<file path="src/hdl/crpd_pkg.sv">
// Package for the pinhole camera primary ray block: widths, register codes,
// configuration and queue entry types, component extraction helpers.
// Depends on nothing; every other file imports it.
package crpd_pkg;

	localparam int MaxDim    = 4096;
	localparam int CompBits  = 20;
	localparam int DimW      = 13;
	localparam int PixW      = 12;
	localparam int ScaleW    = 24;
	localparam int VecW      = 3 * CompBits;
	localparam int OfsW      = 14;
	localparam int MagW      = 58;
	localparam int NrmW      = 30;
	localparam int RootW     = 64;
	localparam int RootIters = 32;
	localparam int QuoW      = 17;
	localparam int NumW      = 47;
	localparam int OutW      = 18;
	localparam int AddrW     = 6;
	localparam int DataW     = 64;
	localparam int QDepth    = 4;
	localparam int QPtrW     = 2;

	localparam logic [DimW-1:0]   RstWidth  = 13'd512;
	localparam logic [DimW-1:0]   RstHeight = 13'd512;
	localparam logic [ScaleW-1:0] RstScale  = 24'd1182;
	localparam logic [VecW-1:0]   RstFwd    = 60'd864691128455135232;
	localparam logic [VecW-1:0]   RstRight  = 60'd262144;
	localparam logic [VecW-1:0]   RstUp     = 60'd274877906944;

	typedef enum logic [2:0] {
		REG_WIDTH   = 3'd0,
		REG_HEIGHT  = 3'd1,
		REG_SCALE   = 3'd2,
		REG_FORWARD = 3'd3,
		REG_RIGHT   = 3'd4,
		REG_UP      = 3'd5
	} reg_idx_t;

	typedef struct packed {
		logic [DimW-1:0]   width;
		logic [DimW-1:0]   height;
		logic [ScaleW-1:0] scale;
		logic [VecW-1:0]   fwd;
		logic [VecW-1:0]   right;
		logic [VecW-1:0]   up;
	} cfg_t;

	typedef struct packed {
		logic signed [OfsW-1:0] tx;
		logic signed [OfsW-1:0] ty;
	} ofs_t;

	typedef struct packed {
		logic       zero;
		logic [2:0] neg;
	} tag_t;

	function automatic logic signed [CompBits-1:0] comp_of(input logic [VecW-1:0] v,
		input logic [1:0] k);
		logic [VecW-1:0] sh;
		sh = v >> (k * CompBits);
		return $signed(sh[CompBits-1:0]);
	endfunction

	function automatic logic [DimW-1:0] sat_dim(input logic [DimW-1:0] v);
		return (v > DimW'(MaxDim)) ? DimW'(MaxDim) : v;
	endfunction

	function automatic logic [2:0] lz8(input logic [7:0] b);
		logic [2:0] n;
		n = 3'd7;
		for (int i = 0; i < 8; i++) begin
			if (b[i]) n = 3'(7 - i);
		end
		return n;
	endfunction

endpackage

</file>
<file path="src/hdl/crpd_front.sv">
// Front end: accepts pixel transfers and forms the integer screen offsets.
// Depends on crpd_pkg; feeds crpd_queue.
module crpd_front import crpd_pkg::*; (
	input  logic            in_valid,
	output logic            in_stall,
	input  logic [PixW-1:0] pixel_col,
	input  logic [PixW-1:0] pixel_row,
	input  logic [DimW-1:0] width,
	input  logic [DimW-1:0] height,
	input  logic            q_full,
	output logic            push,
	output ofs_t            ofs
);

	logic [DimW-1:0] w_sat;
	logic [DimW-1:0] h_sat;

	assign w_sat    = sat_dim(width);
	assign h_sat    = sat_dim(height);
	assign in_stall = q_full;
	assign push     = in_valid && !q_full;

	// 2c+1-W and H-2r-1
	assign ofs.tx = $signed({1'b0, pixel_col, 1'b1}) - $signed({1'b0, w_sat});
	assign ofs.ty = $signed({1'b0, h_sat}) - $signed({1'b0, pixel_row, 1'b1});

endmodule

</file>
<file path="config.mk">
export PLATFORM = sky130hd
export DESIGN_NAME = crpd_front
export DESIGN_NICKNAME = d
export VERILOG_FILES = /design/src/hdl/crpd_pkg.sv /design/src/hdl/crpd_front.sv
export SDC_FILE = /design/constraint.sdc
export NUM_CORES = 1
export LEC_CHECK = 0
export ABC_CLOCK_PERIOD_IN_PS = 5190
export BUFFER_PORTS_ARGS = -buffer_cell sky130_fd_sc_hd__buf_2
export CORE_UTILIZATION = 45
export DETAILED_ROUTE_END_ITERATION = 8
export PLACE_DENSITY = 0.84
export SLEW_MARGIN = 0
export SYNTH_ARGS = -nofsm -noshare
export SYNTH_HDL_FRONTEND = slang
export SYNTH_SLANG_ARGS = --single-unit
</file>
<file path="constraint.sdc">
create_clock -name vclk -period 5.19
set_input_delay 0.2595 -clock vclk [all_inputs]
set_output_delay 0.2595 -clock vclk [all_outputs]
set_load 0.02 [all_outputs]
</file>
* After elaboration in Yosys (flattened, before gate mapping)
Index checks and enable logic that the tools add are counted.
** Storage, ports and cells
- Bits in latches :: 0
- Input port bits :: 52
- Memory bits (read-only) :: 0
- Memories :: 0
- Memory bits (writable) :: 0
- Bits in registers :: 0
** Cells by class
- Multiply operators :: 0
- $lt $le $gt $ge :: 2
- Bitwise operators :: 0
- Shift operators :: 0
- Eq/ne operators :: 0
- Mux-type cells :: 2
- $add $sub $neg :: 2
- Reduce and logical (&&, ||, !) cells :: 2
- Divide/modulo/power cells :: 0
** Operators with widths (count)
- 13-bit by 13-bit subtractor with 14-bit output :: 2
- 13-bit greater-than comparator, second input constant :: 2
- 13-bit two-way mux :: 2
- 1-bit logical AND :: 1
- 1-bit logical NOT :: 1

* Longest topological paths before layout
Gate-level depths: netlist (run 1).
- Depth after elaboration :: 3
- Gate-level depth with buffers :: 9

* Worst setup path before layout (run 1)
Ideal clock, no wire load.
- Path kind :: in2out
- Start :: input height[12]
- End :: output ofs[11] (netlist bit)
- Arrival time :: 2.288 ns
- Cell stages on the path :: 9
- Path slack :: 2.642 ns
- Data required time :: 4.931 ns
- Path buffers :: 2
- Path through :: clkbuf_1 nor2b_1 ha_1 buf_6 a211o_1 a2111oi_4 o21ai_2 a41o_1 xor2_1
** RTL lines
- start: declaration :: RTL line crpd_front.sv:9 : input logic [DimW-1:0] height,
- end: declaration :: RTL line crpd_front.sv:12 : output ofs_t ofs

==> impl_metrics.toml, run 1 <==
[cells_and_area]
fin_nets = 338
final-seq-area_sq_um = 0
nClkBuffers = 0
seq_cell_count = 0
fillers = 246
stdcell_count = 288
final_util_pct = 65.75
drive_above_1_share_pct = 33.72
final_area_sq_um = 1703
syn2layout_area_growth_pct = 32.91
antennaDiodeCount = 0

[cts]
postCtsSetupBuffers = 0
cts_hold_buf = 0
ctsResizeCount = 0

[logic_synthesis]
syn_area_sq_um = 1281
netlist.area_leader.share_pct = 23.44
synthTopCellsByArea = "ha_1 (23%), xnor2_1 (8.2%), nor2b_1 (7.8%)"
seq_area_frac_synth_pct = 0
synthCells = 180
yosysUniqueCellTypes = 35
synth_top_area_cell = "ha_1"
syn_avg_cell_area_sq_um = 7.118
yosysWarnings = 0
syn_nets = 258

[route]
finalWirelength_microns = 3104
ant_nets = 0
first_pass_iters = 4
via_count = 1486
wl_per_cell_microns = 10.78
via_per_inst = 5.160
drtIter0Drc = 33
route.detailed.drc = 0

[placed_design]
io_buffers = 82
postPlaceCellArea_sq_um = 1703
hpwl_microns = 2714
dp_cells = 288
place_congestion = 0.8714
post-place-ws_ns = 2.572

[floorplan]
die_y_microns = 55.36
start_util_pct = 49.47
num_io_pins = 82
core_sq_um = 2590
rows = 18
die-area_sq_um = 3065
die_width_microns = 55.36

[worst_setup_path]
cp_max_fo = 12
end_kind = "output port"
path_cells = "buf_2, inv_1, nand2_1, ha_1, or4_1, a211oi_2, o31ai_1, a21oi_1, xnor2_1, buf_2"
path_common_cell = "buf_2"
cp.depth = 10
slowest_delay_ns = 0.55
worst_setup_path_startpoint = "width[12]"
critPathLaunchType = "input pin"
crit_type = "in2out"
critPathTopFamily = "simple AND/OR/NAND/NOR gates"
cp.buffers_inverters = 3
worstPathArrival_ns = 2.38
critPathSlowestCell = "or4_1"
required_ns = 4.93

[timing]
hold_viol = 0
setup_viol = 0
drv_slew = 0
slew_headroom_pct = 69.68
fin_ws_ns = 2.555
tightest_slew_ns = 0.4526
whs_ns = 0.7512
setup_tns_ns = 0
period_share_pct = 50.76
rsz0062_at_grt = "no"
max_freq_mhz = 379.6
min_period_ns = 2.635

[worst_hold_path]
holdPathStages = 2
hold_start = "q_full"
holdCritPathClass = "in2out"

[power_and_ir_drop]
p_leak_nw = 0.9719
peakVddDrop_mv = 0.1077
finalPower_uw = 252.6
p_per_area_nw_per_um2 = 148.3

[global_route]
grt_pass1_vias = 1416
grt_pass1_wl_microns = 5430
grt-ovfl-total = 0
antenna_found_initial = 0
grt_util_all_layers_pct = 20.04
grt_max_degree = 14

[job]
cap_violations = 0

[outcome]
status = "finished clean"
## final cells by class
| cell class | count | area (sq um) | share of cell area (%) |
|---|---|---|---|
| Timing Repair Buffer | 82 | 410.4 | 24.10 |
| Tap cell | 30 | 37.54 | 2.204 |
| Multi-Input combinational cell | 154 | 1172 | 68.85 |
| Inverter | 22 | 82.58 | 4.849 |
## cell usage in the layout, fill, tap and decap left out, types with 2 or more instances in the layout
master,synthesis,final
nand4_1,2,2
o2bb2ai_1,2,2
nor2_1,8,8
o21a_1,3,3
and3_1,2,2
buf_2,0,82
o2111ai_1,2,2
nor2b_1,16,16
nand3_1,5,5
fa_1,2,2
a211oi_1,4,4
a31oi_1,3,3
nand2b_1,5,5
a21oi_1,11,11
nand2_1,15,15
inv_1,22,22
a21o_1,6,6
xor2_1,7,7
xnor2_1,12,12
or2_2,2,2
o21ai_0,10,10
o31ai_1,3,3
ha_1,24,24
## cells in the mapped netlist
library cell and instances:
o31ai_1 3, a2111oi_4 1, inv_1 22, nand2_1 15
fa_1 2, o2111ai_1 2, a21o_1 6, o21ai_2 1
or4_1 1, nand4_1 2, a2111o_1 1, a21boi_0 1
a211oi_2 1, a41o_1 1, nor2_1 8, nand2b_1 5
clkbuf_1 2, a211o_1 1, buf_6 1, xor2_1 7
o2bb2ai_1 2, o211ai_1 1, xnor2_1 12, buf_4 1
and3_1 2, a211oi_1 4, nor3_1 1, or2_2 2
o21a_1 3, a21oi_1 11, nor2b_1 16, o21ai_0 10
a31oi_1 3, ha_1 24, nand3_1 5
## power breakdown
part / leakage (nW) / total [mW] / switching [mW] / internal (mW)
clock network: 0 / 0 / 0 / 0
registers: 0 / 0 / 0 / 0
logic: 0.972 / 0.253 / 0.149 / 0.104
total: 0.972 / 0.253 / 0.149 / 0.104
## path summary, 6_finish.rpt
check             slack, ns        to
hold / removal         0.75  in_stall
setup / recovery       2.56   ofs[26]
## per-layer routing
metal	vias up	track usage, %	routed length (microns)
met5	-	0	0
met4	0	1.786	0
met3	0	1.171	156
met2	55	38.55	1519
met1	634	25.00	1427
li1	797	-	-
## cell families (layout without fill, tap and decap cells)
logic type,after synthesis,after routing,synth area share (%)
fa+ha+maj,26,26,26.56
xor+xnor,19,19,12.99
compound gates,52,52,29.10
simple gates,57,57,22.85
buf+inv,26,104,8.497
No activity file was read; power rests on OpenSTA's default activity.
==> run 2: changes to the inputs <==
--- a/config.mk
+++ b/config.mk
@@ -5,7 +5,7 @@
 export SDC_FILE = /design/constraint.sdc
 export NUM_CORES = 1
 export LEC_CHECK = 0
-export ABC_CLOCK_PERIOD_IN_PS = 5190
+export ABC_CLOCK_PERIOD_IN_PS = 2500
 export BUFFER_PORTS_ARGS = -buffer_cell sky130_fd_sc_hd__buf_2
 export CORE_UTILIZATION = 45
 export DETAILED_ROUTE_END_ITERATION = 8
==> constraint.sdc (replaced) <==
create_clock -name vclk -period 2.5
set_input_delay 0.125 -clock vclk [all_inputs]
set_output_delay 0.125 -clock vclk [all_outputs]
set_load 0.02 [all_outputs]
==> run 2 against run 1 <==
- via count rose by 1.3%
- highest routed layer unchanged
- combinational power grew 110%
- total power increased by 110%
- worst setup slack lost 2.3 ns
- sequential share of layout area unchanged
- global-route usage is 0.39 points higher
==> impl_metrics.toml, run 2 (synthesis results as in run 1) <==
[job]
cap_violations = 0

[floorplan]
num_io_pins = 82
start_util_pct = 49.47
die_width_microns = 55.36
die-area_sq_um = 3065
core_sq_um = 2590
die_y_microns = 55.36
rows = 18

[cts]
postCtsSetupBuffers = 0
cts_hold_buf = 0
ctsResizeCount = 0

[cells_and_area]
fillers = 252
syn2layout_area_growth_pct = 33.50
final_common_cell = "buf_2"
stdcell_count = 288
fin_nets = 338
nClkBuffers = 0
multi_input_area_sq_um = 1176
seq_cell_count = 0
drive_above_1_share_pct = 34.50
antennaDiodeCount = 0
final_cell_mix = "buf_2 (82), ha_1 (24), inv_1 (21), nor2b_1 (16), nand2_1 (15)"
final-seq-area_sq_um = 0

[route]
first_pass_iters = 4
wl_per_cell_microns = 11.01
finalWirelength_microns = 3170
ant_nets = 0
via_count = 1505
drtIter0Drc = 30
via_per_inst = 5.226
route.detailed.drc = 0

[placed_design]
hpwl_microns = 2774
io_buffers = 82
dp_cells = 288
place_congestion = 0.8700

[timing]
min_period_ns = 2.258
drv_slew = 0
tightest_slew_ns = 0.4602
setup_viol = 0
whs_ns = 0.4829
slew_headroom_pct = 69.18
hold_viol = 0
period_share_pct = 90.33
rsz0062_at_grt = "no"
setup_tns_ns = 0
max_freq_mhz = 442.8

[global_route]
grt-ovfl-total = 0
grt_util_all_layers_pct = 20.43
antenna_found_initial = 0
grt_max_degree = 14
grt_pass1_wl_microns = 5513
grt_pass1_vias = 1441

[worst_setup_path]
required_ns = 2.38
critPathLaunchType = "input pin"
end_kind = "output port"
cp_max_fo = 13
crit_type = "in2out"
worstPathArrival_ns = 2.13

[power_and_ir_drop]
p_per_area_nw_per_um2 = 308.5
peakVddDrop_mv = 0.2206
finalPower_uw = 527.6
p_leak_nw = 0.9667

[worst_hold_path]
holdCritPathClass = "in2out"

[outcome]
status = "finished clean"
==> run 2: cell count changes in the layout (fill, tap and decap cells not counted), sizes merged <==
cell	delta
clkinvlp	+1
inv	-1
==> run 2: final cells by class <==
type | count | share of cell area (%)
multi-input cells | 154 | 68.76
repair buffers | 82 | 23.99
inverters | 22 | 5.048
well taps | 30 | 2.195
==> run 2: where the power goes <==
group / internal, mW / total, mW / switching [mW]
registers: 0 / 0 / 0
clock network: 0 / 0 / 0
logic: 0.216 / 0.528 / 0.311
==> run 2: final timing paths <==
| path | to | depth (start not counted) | start |
|---|---|---|---|
| worst max-delay path | ofs[11] | 9 | height[12] |
| worst min-delay path | in_stall | 2 | q_full |
==> run 2: worst max-delay path, stage by stage <==
cell and delay, ns:
buf_2 0.23, nor2b_1 0.08, ha_1 0.38, a211o_1 0.33
a2111oi_4 0.31, o21ai_2 0.12, a41o_1 0.26, xor2_1 0.13
buf_2 0.16
==> run 2: stage by stage <==
| step | worst slack (ns) | utilization (%) | cell area (sq um) |
|---|---|---|---|
| 4_1_cts | 0.1447 | 65.75 | 1703 |
| 6_report | 0.2418 | 66.04 | 1710 |
| 3_5_place_dp | 0.1575 | 65.75 | 1703 |
| 5_1_grt | 0.06924 | 66.04 | 1710 |
| 3_3_place_gp | 0.2098 | 65.75 | 1703 |
| 2_1_floorplan | 0.2210 | - | 1281 |
==> run 2: layer usage <==
| metal | share of wire [%] | GRT usage, % |
|---|---|---|
| met1 | 44 | 24.58 |
| met2 | 51 | 40.45 |
| met3 | 5.0 | 1.171 |
| met4 | 0 | 1.786 |
| met5 | 0 | 0 |
