$ cat src/hdl/crpd_pkg.sv
// Package for the pinhole camera primary ray block: widths, register codes,
// configuration and queue entry types, component extraction helpers.
// Depends on nothing; every other file imports it.
package crpd_pkg;

	localparam int MaxDim    = 4096;
	localparam int CompBits  = 20;
	localparam int DimW      = 13;
	localparam int PixW      = 12;
	localparam int ScaleW    = 24;
	localparam int VecW      = 3 * CompBits;
	localparam int OfsW      = 14;
	localparam int MagW      = 58;
	localparam int NrmW      = 30;
	localparam int RootW     = 64;
	localparam int RootIters = 32;
	localparam int QuoW      = 17;
	localparam int NumW      = 47;
	localparam int OutW      = 18;
	localparam int AddrW     = 6;
	localparam int DataW     = 64;
	localparam int QDepth    = 4;
	localparam int QPtrW     = 2;

	localparam logic [DimW-1:0]   RstWidth  = 13'd512;
	localparam logic [DimW-1:0]   RstHeight = 13'd512;
	localparam logic [ScaleW-1:0] RstScale  = 24'd1182;
	localparam logic [VecW-1:0]   RstFwd    = 60'd864691128455135232;
	localparam logic [VecW-1:0]   RstRight  = 60'd262144;
	localparam logic [VecW-1:0]   RstUp     = 60'd274877906944;

	typedef enum logic [2:0] {
		REG_WIDTH   = 3'd0,
		REG_HEIGHT  = 3'd1,
		REG_SCALE   = 3'd2,
		REG_FORWARD = 3'd3,
		REG_RIGHT   = 3'd4,
		REG_UP      = 3'd5
	} reg_idx_t;

	typedef struct packed {
		logic [DimW-1:0]   width;
		logic [DimW-1:0]   height;
		logic [ScaleW-1:0] scale;
		logic [VecW-1:0]   fwd;
		logic [VecW-1:0]   right;
		logic [VecW-1:0]   up;
	} cfg_t;

	typedef struct packed {
		logic signed [OfsW-1:0] tx;
		logic signed [OfsW-1:0] ty;
	} ofs_t;

	typedef struct packed {
		logic       zero;
		logic [2:0] neg;
	} tag_t;

	function automatic logic signed [CompBits-1:0] comp_of(input logic [VecW-1:0] v,
		input logic [1:0] k);
		logic [VecW-1:0] sh;
		sh = v >> (k * CompBits);
		return $signed(sh[CompBits-1:0]);
	endfunction

	function automatic logic [DimW-1:0] sat_dim(input logic [DimW-1:0] v);
		return (v > DimW'(MaxDim)) ? DimW'(MaxDim) : v;
	endfunction

	function automatic logic [2:0] lz8(input logic [7:0] b);
		logic [2:0] n;
		n = 3'd7;
		for (int i = 0; i < 8; i++) begin
			if (b[i]) n = 3'(7 - i);
		end
		return n;
	endfunction

endpackage

$ cat src/hdl/crpd_queue.sv
// Short queue of screen offsets between the front end and the arithmetic back end.
// Depends on crpd_pkg for the entry type and depth.
module crpd_queue import crpd_pkg::*; (
	input  logic clk,
	input  logic arst_n,
	input  logic push,
	input  ofs_t wdata,
	input  logic pop,
	output ofs_t head,
	output logic full,
	output logic empty
);

	ofs_t             mem_q [QDepth];
	logic [QPtrW-1:0] wr_ptr_q;
	logic [QPtrW-1:0] rd_ptr_q;
	logic [QPtrW:0]   count_q;

	assign full  = (count_q == (QPtrW+1)'(QDepth));
	assign empty = (count_q == '0);
	assign head  = mem_q[rd_ptr_q];

	always_ff @(posedge clk or negedge arst_n) begin
		if (!arst_n) begin
			wr_ptr_q <= '0;
			rd_ptr_q <= '0;
			count_q  <= '0;
		end else begin
			if (push) wr_ptr_q <= wr_ptr_q + 1'b1;
			if (pop)  rd_ptr_q <= rd_ptr_q + 1'b1;
			if (push && !pop)      count_q <= count_q + 1'b1;
			else if (pop && !push) count_q <= count_q - 1'b1;
		end
	end

	always_ff @(posedge clk) begin
		if (push) mem_q[wr_ptr_q] <= wdata;
	end

endmodule

$ cat config.mk
export PLATFORM = sky130hd
export DESIGN_NAME = crpd_queue
export DESIGN_NICKNAME = d
export VERILOG_FILES = /design/src/hdl/crpd_pkg.sv /design/src/hdl/crpd_queue.sv
export SDC_FILE = /design/constraint.sdc
export NUM_CORES = 1
export LEC_CHECK = 0
export ABC_AREA = 1
export BUFFER_PORTS_ARGS = -buffer_cell sky130_fd_sc_hd__buf_2
export CORE_ASPECT_RATIO = 0.9
export CORE_MARGIN = 1.5
export CORE_UTILIZATION = 55
export CTS_CLUSTER_SIZE = 28
export DETAILED_ROUTE_END_ITERATION = 12
export GPL_ROUTABILITY_DRIVEN = 0
export GPL_TIMING_DRIVEN = 1
export HOLD_SLACK_MARGIN = 0.02
export PLACE_DENSITY = 0.76
export SYNTH_ARGS = -nofsm -noshare
export SYNTH_HDL_FRONTEND = slang
export SYNTH_SLANG_ARGS = --single-unit
$ cat constraint.sdc
create_clock -name clk -period 5.7 [get_ports clk]
set_clock_uncertainty 0.2 [all_clocks]
set_input_delay 1.14 -clock clk [delete_from_list [all_inputs] [get_ports clk]]
set_output_delay 1.14 -clock clk [all_outputs]
set_load 0.02 [all_outputs]
; ---- Yosys cells after proc, flatten, opt, wreduce, memory -nomap -nowiden
; Memories as Yosys holds them, arrays and structs flattened.
; Index checks and enable logic that the tools add are counted.
[classes]
addsub = 4
reduce_logical = 6
n_eq_ne = 1
n_mux = 4
[op_table]
columns = operator, count
row1 = 3-bit two-way mux, 2
row2 = "2-bit by 1-bit adder with 2-bit output, second input constant", 2
row3 = "3-bit by 1-bit adder with 3-bit output, second input constant", 1
row4 = "3-bit == test, second input constant", 1
row5 = 3-bit zero test, 1
row6 = "3-bit by 1-bit subtractor with 3-bit output, second input constant", 1
row7 = 1-bit logical AND, 2
row8 = 1-bit zero test, 2
row9 = 1-bit two-way mux, 2
row10 = 2-bit nonzero test, 1
[word_totals]
memories = 1
input_bits = 32
mem_bits_rw = 112
regBits = 7
wordCells = 19
output_inout_bits = 30
[mem_list]
columns = memory, words, word_bits, read_ports, rd_ports_with_merged_regs, write_ports, line
row1 = mem_q, 4, 28, 1, 0, 1, crpd_queue.sv:14  ; ofs_t mem_q [QDepth];

; ---- Depth between registers and ports, before layout
; Gate-level depths: netlist of the first run.
[depth]
ltp_word = 4
depth_mapped = 9
ltp_nobuf = 9

; ---- Worst setup path after synthesis of the first run
; OpenSTA, ideal clock, no wires.
[synth_path]
kind = input port to flip-flop
startpoint = input push
endpoint = memory mem_q[1][0] in the netlist's numbering, enable pin
stages = 3
required_time_ns = 5.117
setup_slack_ns = 3.132
n_path_buf = 1
setup_time_ns = 0.383
arrival_time_ns = 1.985
cell_sequence = clkbuf_1 nand2_1 inv_1
[synth_via]
elab_chain_len = 2
[synth_rtl]
columns = item, line
row1 = "start, declared", crpd_queue.sv:6  ; input logic push,
row2 = 1-bit two-way mux, crpd_queue.sv:37  ; if (push) mem_q[wr_ptr_q] <= wdata;
row3 = 1-bit two-way mux (implied by the code), crpd_queue.sv:37
row4 = "end, declared", crpd_queue.sv:14
; No other way between the ends.

==> reports/results.ini, run 1 <==
[timing]
setup_viol_count_final=0
worstMarginPinSlew_ps=1280
report.final.hold_viol_count=0
final_min_period_over_clock_period_pct=66.0
rsz0062_at_grt=false
final.setup.tns_ps=0
timing.fmax_mhz=266
finalWorstPathRequiredPeriod_ps=3760
slew-limit-headroom_pct=14.6
report.final.slew_viol_count=0

[drt]
routed-wl-met2_um=4500
final_antenna_net_count=0
highest-signal-layer=met4
drt-wirelength-per-cell_um=15.6
drt_wl_total_um=8900
routed-wl-met3_um=426
detail_route.vias_per_cell=5.07
drcViolationCount=0
wl_met1_um=3850
detailedRoute.firstPassIterationCount=4
drt_iter0_drc=171
vias_after_detailed_routing=2895

[hold_path]
worstHoldPathType=in -> async

[synth]
post-synth-top-area-cell=sky130_fd_sc_hd__edfxtp_1
synth.avg_cell_area_sq_um=13.4
ys_seq_area_share_pct=70.2
synth_top_cell_area_share_pct=66.7
syn-instance-count=375
syn_area_sq_um=5040
synth.area.top_cells=sky130_fd_sc_hd__edfxtp_1, sky130_fd_sc_hd__o211ai_2, sky130_fd_sc_hd__nand2_1
distinct_cell_type_count_after_synthesis=20
synth_warnings=0
synthesis.nets=413
yosys_register_bits=119

[layout]
nNetsFinal=477
signed_area_change_from_the_synthesized_netlist_to_the_final_layout_pct=18.7
layout-drive-gt1-share_pct=28.8
num-fill-cells=625
antenna-diode-count=0
fin_util_pct=68.5

[critical_path]
path_cells=nand2_1 -> o211ai_1 -> nand2_1 -> buf_2
setup.worst_path.start_class=flip-flop
type_of_destination_of_the_critical_path=primary output
worstPathRequired_ps=4360
cpLargestDelayFamily=flip-flops
crit_fanout=114
crit_buf_inv=1
cpMaxStageDelayCell=sky130_fd_sc_hd__dfrtp_4
cp_common_cell=sky130_fd_sc_hd__nand2_1
critPathMaxStageDelay_ps=1270
type_of_the_worst_setup_path=reg -> out
worstPathArrival_ps=2420

[cts]
tritoncts=yes
clock-sinks=119
ctsLongestPathBuffers=2
cts_setup_buffers=0
clock_latency_ps=510
cts_resized=0
clock_tree.htree_level_count=4
cts-root-buf=sky130_fd_sc_hd__clkbuf_8
cts_buffer_count=17
cts_hold_repair.buffers=0
clock_transition_at_the_register_clock_pins_on_the_worst_setup_and_hold_paths_after_cts_ps=60

[power_and_ir_drop]
finalPower_mw=3.46
max-vdd-ir-drop_mv=0.358
power_density_cells_nw_per_um2=578
leakage_nw=2.51

[global_routing]
maximum_number_of_pins_on_one_net_before_global_route_repair=115
via_count_of_the_first_global_routing_pass=2972
grt_first_pass_wirelength_um=14400
grtUsageTotal_pct=19.9
antenna_found_initial=1
globalRoute.totalOverflow=0

[placement]
post-dp-hpwl_um=4960
buffer_ports.inserted=61

[die]
initial_utilization_pct=57.8
core_region_area_sq_um=8730
num_io_pins=62
die_height_um=93.8
die_outline_area_sq_um=9750
dieWidth_um=104
num_rows=32

[run]
drv.max_cap_violation_count=0

[run_status]
run_status=finished, final reports clean

## metrics by stage
| step | worst slack (ps) | hold WS [ps] | area (sq um) | std cells |
|---|---|---|---|---|
| floorplan | 3130 | 263 | 5040 | 375 |
| global route | 1770 | 250 | 5980 | 571 |
| CTS | 1910 | 246 | 5980 | 571 |
| detailed placement | 2540 | 293 | 5370 | 539 |
| finish | 1940 | 254 | 5980 | 571 |
| global placement | 2600 | 285 | 5370 | 539 |
## kinds of logic (layout without fill, tap and decap cells)
group	Yosys count	in the layout	synth area share, %
AO/OA/AOI/OAI	57	57	11.5
XOR/XNOR	4	4	0.695
adder cells (fa/ha/maj)	6	6	1.64
buffers and inverters	88	165	8.31
flip-flops	119	119	70.2
AND/OR/NAND/NOR	101	101	7.64
## synth_stat cells
| cell type | n |
|---|---|
| sky130_fd_sc_hd__xnor2_1 | 1 |
| sky130_fd_sc_hd__nor3_1 | 2 |
| sky130_fd_sc_hd__inv_1 | 67 |
| sky130_fd_sc_hd__nand2_1 | 97 |
| sky130_fd_sc_hd__dfrtp_1 | 7 |
| sky130_fd_sc_hd__clkbuf_1 | 1 |
| sky130_fd_sc_hd__inv_2 | 1 |
| sky130_fd_sc_hd__buf_6 | 8 |
| sky130_fd_sc_hd__buf_8 | 1 |
| sky130_fd_sc_hd__o21ai_1 | 1 |
| sky130_fd_sc_hd__ha_1 | 5 |
| sky130_fd_sc_hd__nand4_1 | 1 |
| sky130_fd_sc_hd__o211ai_1 | 25 |
| sky130_fd_sc_hd__xor2_1 | 3 |
| sky130_fd_sc_hd__buf_4 | 2 |
| sky130_fd_sc_hd__buf_2 | 8 |
| sky130_fd_sc_hd__fa_1 | 1 |
| sky130_fd_sc_hd__nand3_1 | 1 |
| sky130_fd_sc_hd__o211ai_2 | 31 |
| sky130_fd_sc_hd__edfxtp_1 | 112 |
## cells in the final DEF, fill, tap and decap left out
| cell | Yosys | final |
|---|---|---|
| sky130_fd_sc_hd__nand4_1 | 1 | 1 |
| sky130_fd_sc_hd__dfrtp_1 | 7 | 6 |
| sky130_fd_sc_hd__clkbuf_16 | 0 | 16 |
| sky130_fd_sc_hd__nand3_1 | 1 | 1 |
| sky130_fd_sc_hd__bufinv_16 | 0 | 4 |
| sky130_fd_sc_hd__nand2_1 | 97 | 97 |
| sky130_fd_sc_hd__ha_1 | 5 | 5 |
| sky130_fd_sc_hd__fa_1 | 1 | 1 |
| sky130_fd_sc_hd__inv_1 | 67 | 66 |
| sky130_fd_sc_hd__clkinv_2 | 0 | 2 |
| sky130_fd_sc_hd__dfrtp_4 | 0 | 1 |
| sky130_fd_sc_hd__inv_2 | 1 | 2 |
| sky130_fd_sc_hd__clkbuf_8 | 0 | 1 |
| sky130_fd_sc_hd__o21ai_1 | 1 | 1 |
| sky130_fd_sc_hd__nor3_1 | 2 | 2 |
| sky130_fd_sc_hd__xnor2_1 | 1 | 1 |
| sky130_fd_sc_hd__clkinv_1 | 0 | 1 |
| sky130_fd_sc_hd__clkinv_4 | 0 | 6 |
| sky130_fd_sc_hd__xor2_1 | 3 | 3 |
| sky130_fd_sc_hd__clkinvlp_4 | 0 | 1 |
| sky130_fd_sc_hd__o211ai_2 | 31 | 31 |
| sky130_fd_sc_hd__o211ai_1 | 25 | 25 |
| sky130_fd_sc_hd__buf_4 | 2 | 4 |
| sky130_fd_sc_hd__buf_2 | 8 | 61 |
| sky130_fd_sc_hd__edfxtp_1 | 112 | 112 |
| sky130_fd_sc_hd__inv_6 | 0 | 1 |
## cell type report
cell class | instances | area (sq um) | area share, %
multi-input cells | 168 | 1080 | 18.1
well taps | 119 | 149 | 2.49
flip-flops and latches | 119 | 3540 | 59.2
clock buffers | 17 | 414 | 6.92
clock inverters | 15 | 203 | 3.39
repair buffers | 65 | 335 | 5.61
inverters | 68 | 255 | 4.27
## where the power goes
group          switching [mW]  leakage, nW  internal (mW)
sequential              0.192         1.11           1.15
clock                   0.388        0.300          0.711
combinational           0.663         1.10          0.351
total                    1.24         2.51           2.21
## worst paths after layout
| path | start | end | slack, ps | depth (start not counted) |
|---|---|---|---|---|
| worst max-delay path | rd_ptr_q[0] | head[5] | 1940 | 4 |
| worst min-delay path | arst_n | count_q[0] | 250 | 1 |
| worst max register to register | rd_ptr_q[0] | rd_ptr_q[1] | 3710 | 2 |
| worst min register to register | count_q[2] | count_q[2] | 310 | 2 |
| max in group asynchronous | arst_n | rd_ptr_q[0] | 4870 | 1 |
| min in group clk | count_q[2] | count_q[2] | 310 | 2 |
## sequential cells by signal, summed over array words and instances, names as in the netlist
signal and cells:
mem_q 112, rd_ptr_q 2, count_q 3, wr_ptr_q 2
## per-layer routing
metal | vias up | global-route usage, %
met5 | - | 0
met4 | 0 | 8.10
met3 | 13 | 6.10
met2 | 76 | 34.6
met1 | 1391 | 23.4
li1 | 1415 | -
## worst reg2reg max path, cell delays in order, from the launching register on
cell and delay [ps]:
sky130_fd_sc_hd__dfrtp_4 1270, sky130_fd_sc_hd__nand2_1 180, sky130_fd_sc_hd__xor2_1 190
Power figures use the tool's default switching activity.
==> run 2, diff against run 1 <==
Settings changed: CORE_UTILIZATION 55 to 52, PLACE_DENSITY 0.76 to 0.75.
Clock period 5.7 ns to 3.2 ns, I/O delays scaled along.
==> run 2 against run 1 <==
- sequential power rose by 62%
- largest cell class unchanged
- worst setup slack got worse by 1500 ps
- largest power group unchanged
- cell area rose by 1.4%
==> reports/results.ini, run 2 (synthesis gave the netlist of run 1 again) <==
[run_status]
run_status=finished, final reports clean

[power_and_ir_drop]
max-vdd-ir-drop_mv=0.659
leakage_nw=2.55
power_density_cells_nw_per_um2=1040

[timing]
finalWorstPathRequiredPeriod_ps=2740
worstMarginPinSlew_ps=701
slew-limit-headroom_pct=53.2
timing.fmax_mhz=365
setup_viol_count_final=0
report.final.hold_viol_count=0
final_min_period_over_clock_period_pct=85.6
setup_ws_ps=461
final.setup.tns_ps=0
rsz0062_at_grt=false
report.final.slew_viol_count=0

[critical_path]
setup.worst_path.start_class=flip-flop
crit_fanout=114
worstPathArrival_ps=1900
worstPathRequired_ps=2360
type_of_the_worst_setup_path=reg -> out
type_of_destination_of_the_critical_path=primary output

[die]
die_outline_area_sq_um=10300
die_height_um=96.4
core_region_area_sq_um=9250
num_io_pins=62
dieWidth_um=107
initial_utilization_pct=54.5
num_rows=33

[placement]
dp_slack_ps=1000
buffer_ports.inserted=61
post-dp-hpwl_um=5140

[run]
drv.max_cap_violation_count=0

[global_routing]
globalRoute.totalOverflow=0
grtUsageTotal_pct=19.8
maximum_number_of_pins_on_one_net_before_global_route_repair=115
antenna_found_initial=0
via_count_of_the_first_global_routing_pass=3005
grt_first_pass_wirelength_um=14900

[hold_path]
worstHoldPathType=in -> reg

[drt]
vias_after_detailed_routing=2965
drt_wl_total_um=9370
detail_route.vias_per_cell=5.14
drcViolationCount=0
final_antenna_net_count=0
detailedRoute.firstPassIterationCount=4
drt-wirelength-per-cell_um=16.2
drt_iter0_drc=212

[layout]
top_regs=mem_q (112), count_q (3)
largest_register_ff_count=112
layout-drive-gt1-share_pct=28.6
mostFrequentLayoutCells=sky130_fd_sc_hd__edfxtp_1, sky130_fd_sc_hd__nand2_1, sky130_fd_sc_hd__inv_1
most_common_cell_after_layout_fill_and_taps_aside=sky130_fd_sc_hd__edfxtp_1
antenna-diode-count=0
signed_area_change_from_the_synthesized_netlist_to_the_final_layout_pct=20.4
nNetsFinal=480
regMostFlops=mem_q

[cts]
cts_resized=0
clock_tree.htree_level_count=4
clock_transition_at_the_register_clock_pins_on_the_worst_setup_and_hold_paths_after_cts_ps=60
ctsLongestPathBuffers=2
clock_latency_ps=510
cts_setup_buffers=0
tritoncts=yes
cts_hold_repair.buffers=1
clock-sinks=119
cts-root-buf=sky130_fd_sc_hd__clkbuf_8
cts_buffer_count=17

-- run 2: critical path, stage by stage (launching register included) --
cell and delay (ps):
sky130_fd_sc_hd__dfrtp_4 420, sky130_fd_sc_hd__buf_12 400, sky130_fd_sc_hd__nand2_1 120, sky130_fd_sc_hd__o211ai_1 100
sky130_fd_sc_hd__nand2_1 110, sky130_fd_sc_hd__buf_2 170
-- run 2: power by group --
part | total (mW) | internal, mW | switching, mW
Sequential | 2.17 | 2.06 | 0.118
Combinational | 2.10 | 0.667 | 1.43
Clock | 2.07 | 1.41 | 0.654
Total | 6.34 | 4.14 | 2.20
-- run 2: metrics by stage --
| step | power, mW | utilization, % | hold WS [ps] | std cells | instance area (sq um) |
|---|---|---|---|---|---|
| 2_1_floorplan | 3.78 | - | 144 | 375 | 5040 |
| 3_3_place_gp | 4.25 | 58.5 | 285 | 544 | 5410 |
| 3_5_place_dp | 4.31 | 58.5 | 283 | 544 | 5410 |
| 4_1_cts | 6.40 | 65.6 | 113 | 577 | 6070 |
| 5_1_grt | 6.67 | 65.6 | 115 | 577 | 6070 |
| 6_report | 6.34 | 65.6 | 138 | 577 | 6070 |
-- run 2: path summary, 6_finish.rpt --
path                             start      endpoint  slack (ps)  depth (start not counted)
max in group asynchronous       arst_n   rd_ptr_q[0]        2340                          2
min                          wdata[19]  mem_q[3][19]         140                          1
min reg2reg                 count_q[2]    count_q[2]         320                          2
max reg2reg                wr_ptr_q[1]  mem_q[1][11]        1290                          5
max                        rd_ptr_q[0]       head[9]         460                          5
min in group asynchronous       arst_n   rd_ptr_q[1]         280                          2
-- run 2: routing by layer --
layer	global-route usage (%)	vias up	share of wire [%]
met2	33.0	77	51
li1	-	1423	-
met3	6.91	8	4.8
met5	0	-	0
met4	6.22	0	0.75
met1	24.8	1457	43
-- run 2: area by class of cell --
| cell class | instances | area [sq um] |
|---|---|---|
| Sequential cell | 119 | 3540 |
| Fill cell | 666 | 3180 |
| Multi-Input combinational cell | 168 | 1080 |
| Clock buffer | 18 | 418 |
| Timing Repair Buffer | 68 | 385 |
| Inverter | 68 | 255 |
| Clock inverter | 14 | 230 |
| Tap cell | 122 | 153 |
==> run 3, diff against run 2 <==
Settings changed: CORE_UTILIZATION 52 to 54, CTS_BUF_LIST from default to sky130_fd_sc_hd__clkbuf_8, PLACE_DENSITY 0.75 to 0.78.
==> run 3 against run 2 <==
- die area is 3.6% lower
- first-iteration DRC count fell by 24%
- sequential share of layout area rose by 1.8 points
- combinational power is 6% lower
- non-clock buffer count up 1
- sequential cell count unchanged
- largest cell class unchanged
==> reports/results.ini, run 3 (synthesis gave the netlist of run 1 again) <==
[run_status]
run_status=finished, final reports clean

[drt]
vias_after_detailed_routing=2904
drt_wl_total_um=8550
drt-wirelength-per-cell_um=14.8
drcViolationCount=0
detailedRoute.firstPassIterationCount=5
detail_route.vias_per_cell=5.02
drt_iter0_drc=161
final_antenna_net_count=0

[layout]
largest_register_ff_count=112
antenna-diode-count=0
nNetsFinal=481
mostFrequentLayoutCells=sky130_fd_sc_hd__edfxtp_1, sky130_fd_sc_hd__nand2_1, sky130_fd_sc_hd__inv_1
num-fill-cells=662
top_regs=mem_q (112), count_q (3)
regMostFlops=mem_q
fin_util_pct=64.8
signed_area_change_from_the_synthesized_netlist_to_the_final_layout_pct=16.8
multi_input_area_sq_um=1080
most_common_cell_after_layout_fill_and_taps_aside=sky130_fd_sc_hd__edfxtp_1
layout-drive-gt1-share_pct=28.9
register_area_sq_um=3540

[cts]
cts_hold_repair.buffers=1
cts_buffer_count=17
clock_transition_at_the_register_clock_pins_on_the_worst_setup_and_hold_paths_after_cts_ps=70
cts_resized=0
cts_setup_buffers=0
tritoncts=yes
ctsLongestPathBuffers=2
clock_latency_ps=420
clock_tree.htree_level_count=4
cts-root-buf=sky130_fd_sc_hd__clkbuf_8
clock-sinks=119

[critical_path]
r2r_slack_ps=1370
type_of_the_worst_setup_path=reg -> out
worstPathRequired_ps=2360
crit-reg2reg-launch=wr_ptr_q[0]
worst_flop_to_flop_path_endpoint=mem_q[0][23]
worstPathArrival_ps=2060
setup.worst_path.start_class=flip-flop
rr_worst_depth=4
type_of_destination_of_the_critical_path=primary output
crit_fanout=56

[die]
num_io_pins=62
initial_utilization_pct=55.5
die_outline_area_sq_um=9920
num_rows=33
core_region_area_sq_um=9080
dieWidth_um=105
die_height_um=94.7

[global_routing]
globalRoute.totalOverflow=0
antenna_found_initial=0
grtUsageTotal_pct=19.0
grt_first_pass_wirelength_um=14000
via_count_of_the_first_global_routing_pass=2904
maximum_number_of_pins_on_one_net_before_global_route_repair=57

[timing]
finalWorstPathRequiredPeriod_ps=2900
report.final.slew_viol_count=0
timing.fmax_mhz=345
worstMarginPinSlew_ps=688
report.final.hold_viol_count=0
rsz0062_at_grt=false
final_min_period_over_clock_period_pct=90.7
final.setup.tns_ps=0
slew-limit-headroom_pct=54.0
setup_viol_count_final=0

[power_and_ir_drop]
max-vdd-ir-drop_mv=0.441
leakage_nw=2.46
power_density_cells_nw_per_um2=982

[placement]
post-dp-hpwl_um=5180
buffer_ports.inserted=61

[hold_path]
min_to=mem_q[0][10]
worst_hold_path.num_cells=1
worstHoldPathType=in -> reg
timing.hold.worst.start=wdata[10]

[run]
drv.max_cap_violation_count=0

==> run 3: cell count changes in the layout (fill, tap and decap cells not counted), sizes merged <==
cell    before  now
clkbuf      18   17
buf         67   68
inv         68   70
bufinv       6    5
==> run 3: metrics by stage <==
step | setup slack, ps | hold WS (ps) | area, sq um | power, mW | std cells
after global placement | 794 | 283 | 5420 | 4.24 | 545
after CTS | 277 | 207 | 5890 | 5.84 | 578
after detailed placement | 754 | 289 | 5420 | 4.30 | 545
after global routing | 130 | 210 | 5890 | 6.13 | 578
after floorplan | 1130 | 144 | 5040 | 3.78 | 375
final | 298 | 235 | 5890 | 5.78 | 578
==> run 3: worst max-delay path by stage <==
stage / from / endpoint / depth (start not counted)
5_1_grt: rd_ptr_q[0] / head[3] / 5
2_1_floorplan: push / mem_q[1][0] / 3
3_5_place_dp: rd_ptr_q[0] / head[3] / 5
3_3_place_gp: rd_ptr_q[0] / head[3] / 5
4_1_cts: rd_ptr_q[0] / head[3] / 5
6_report: rd_ptr_q[0] / head[3] / 5
==> run 3: where the power goes <==
group	switching [mW]	internal, mW
Sequential	0.217	2.05
Clock	0.605	0.931
Combinational	1.30	0.676
Total	2.12	3.66
==> run 3: layout make-up <==
type	instances	share of cell area, %
clock inverters	15	3.83
inverters	68	4.34
clock buffers	17	3.98
well taps	122	2.59
multi-input cells	168	18.4
flip-flops and latches	119	60.2
repair buffers	69	6.68
==> run 3: routing by layer <==
layer  global-route usage [%]  share of wire (%)  up-vias  wire, um
met5                        0                  0        -         0
met3                     6.07                6.4        8       544
li1                         -                  -     1421         -
met4                     7.08               0.96        0        82
met2                     31.6                 50       91      4310
met1                     23.5                 42     1384      3610
==> run 3: worst max-delay path, cell delays in order (launching register included) <==
cell                       delay (ps)
sky130_fd_sc_hd__dfrtp_4          850
sky130_fd_sc_hd__buf_4            360
sky130_fd_sc_hd__nand2_1           80
sky130_fd_sc_hd__o211ai_1          80
sky130_fd_sc_hd__nand2_1           90
sky130_fd_sc_hd__buf_2            160
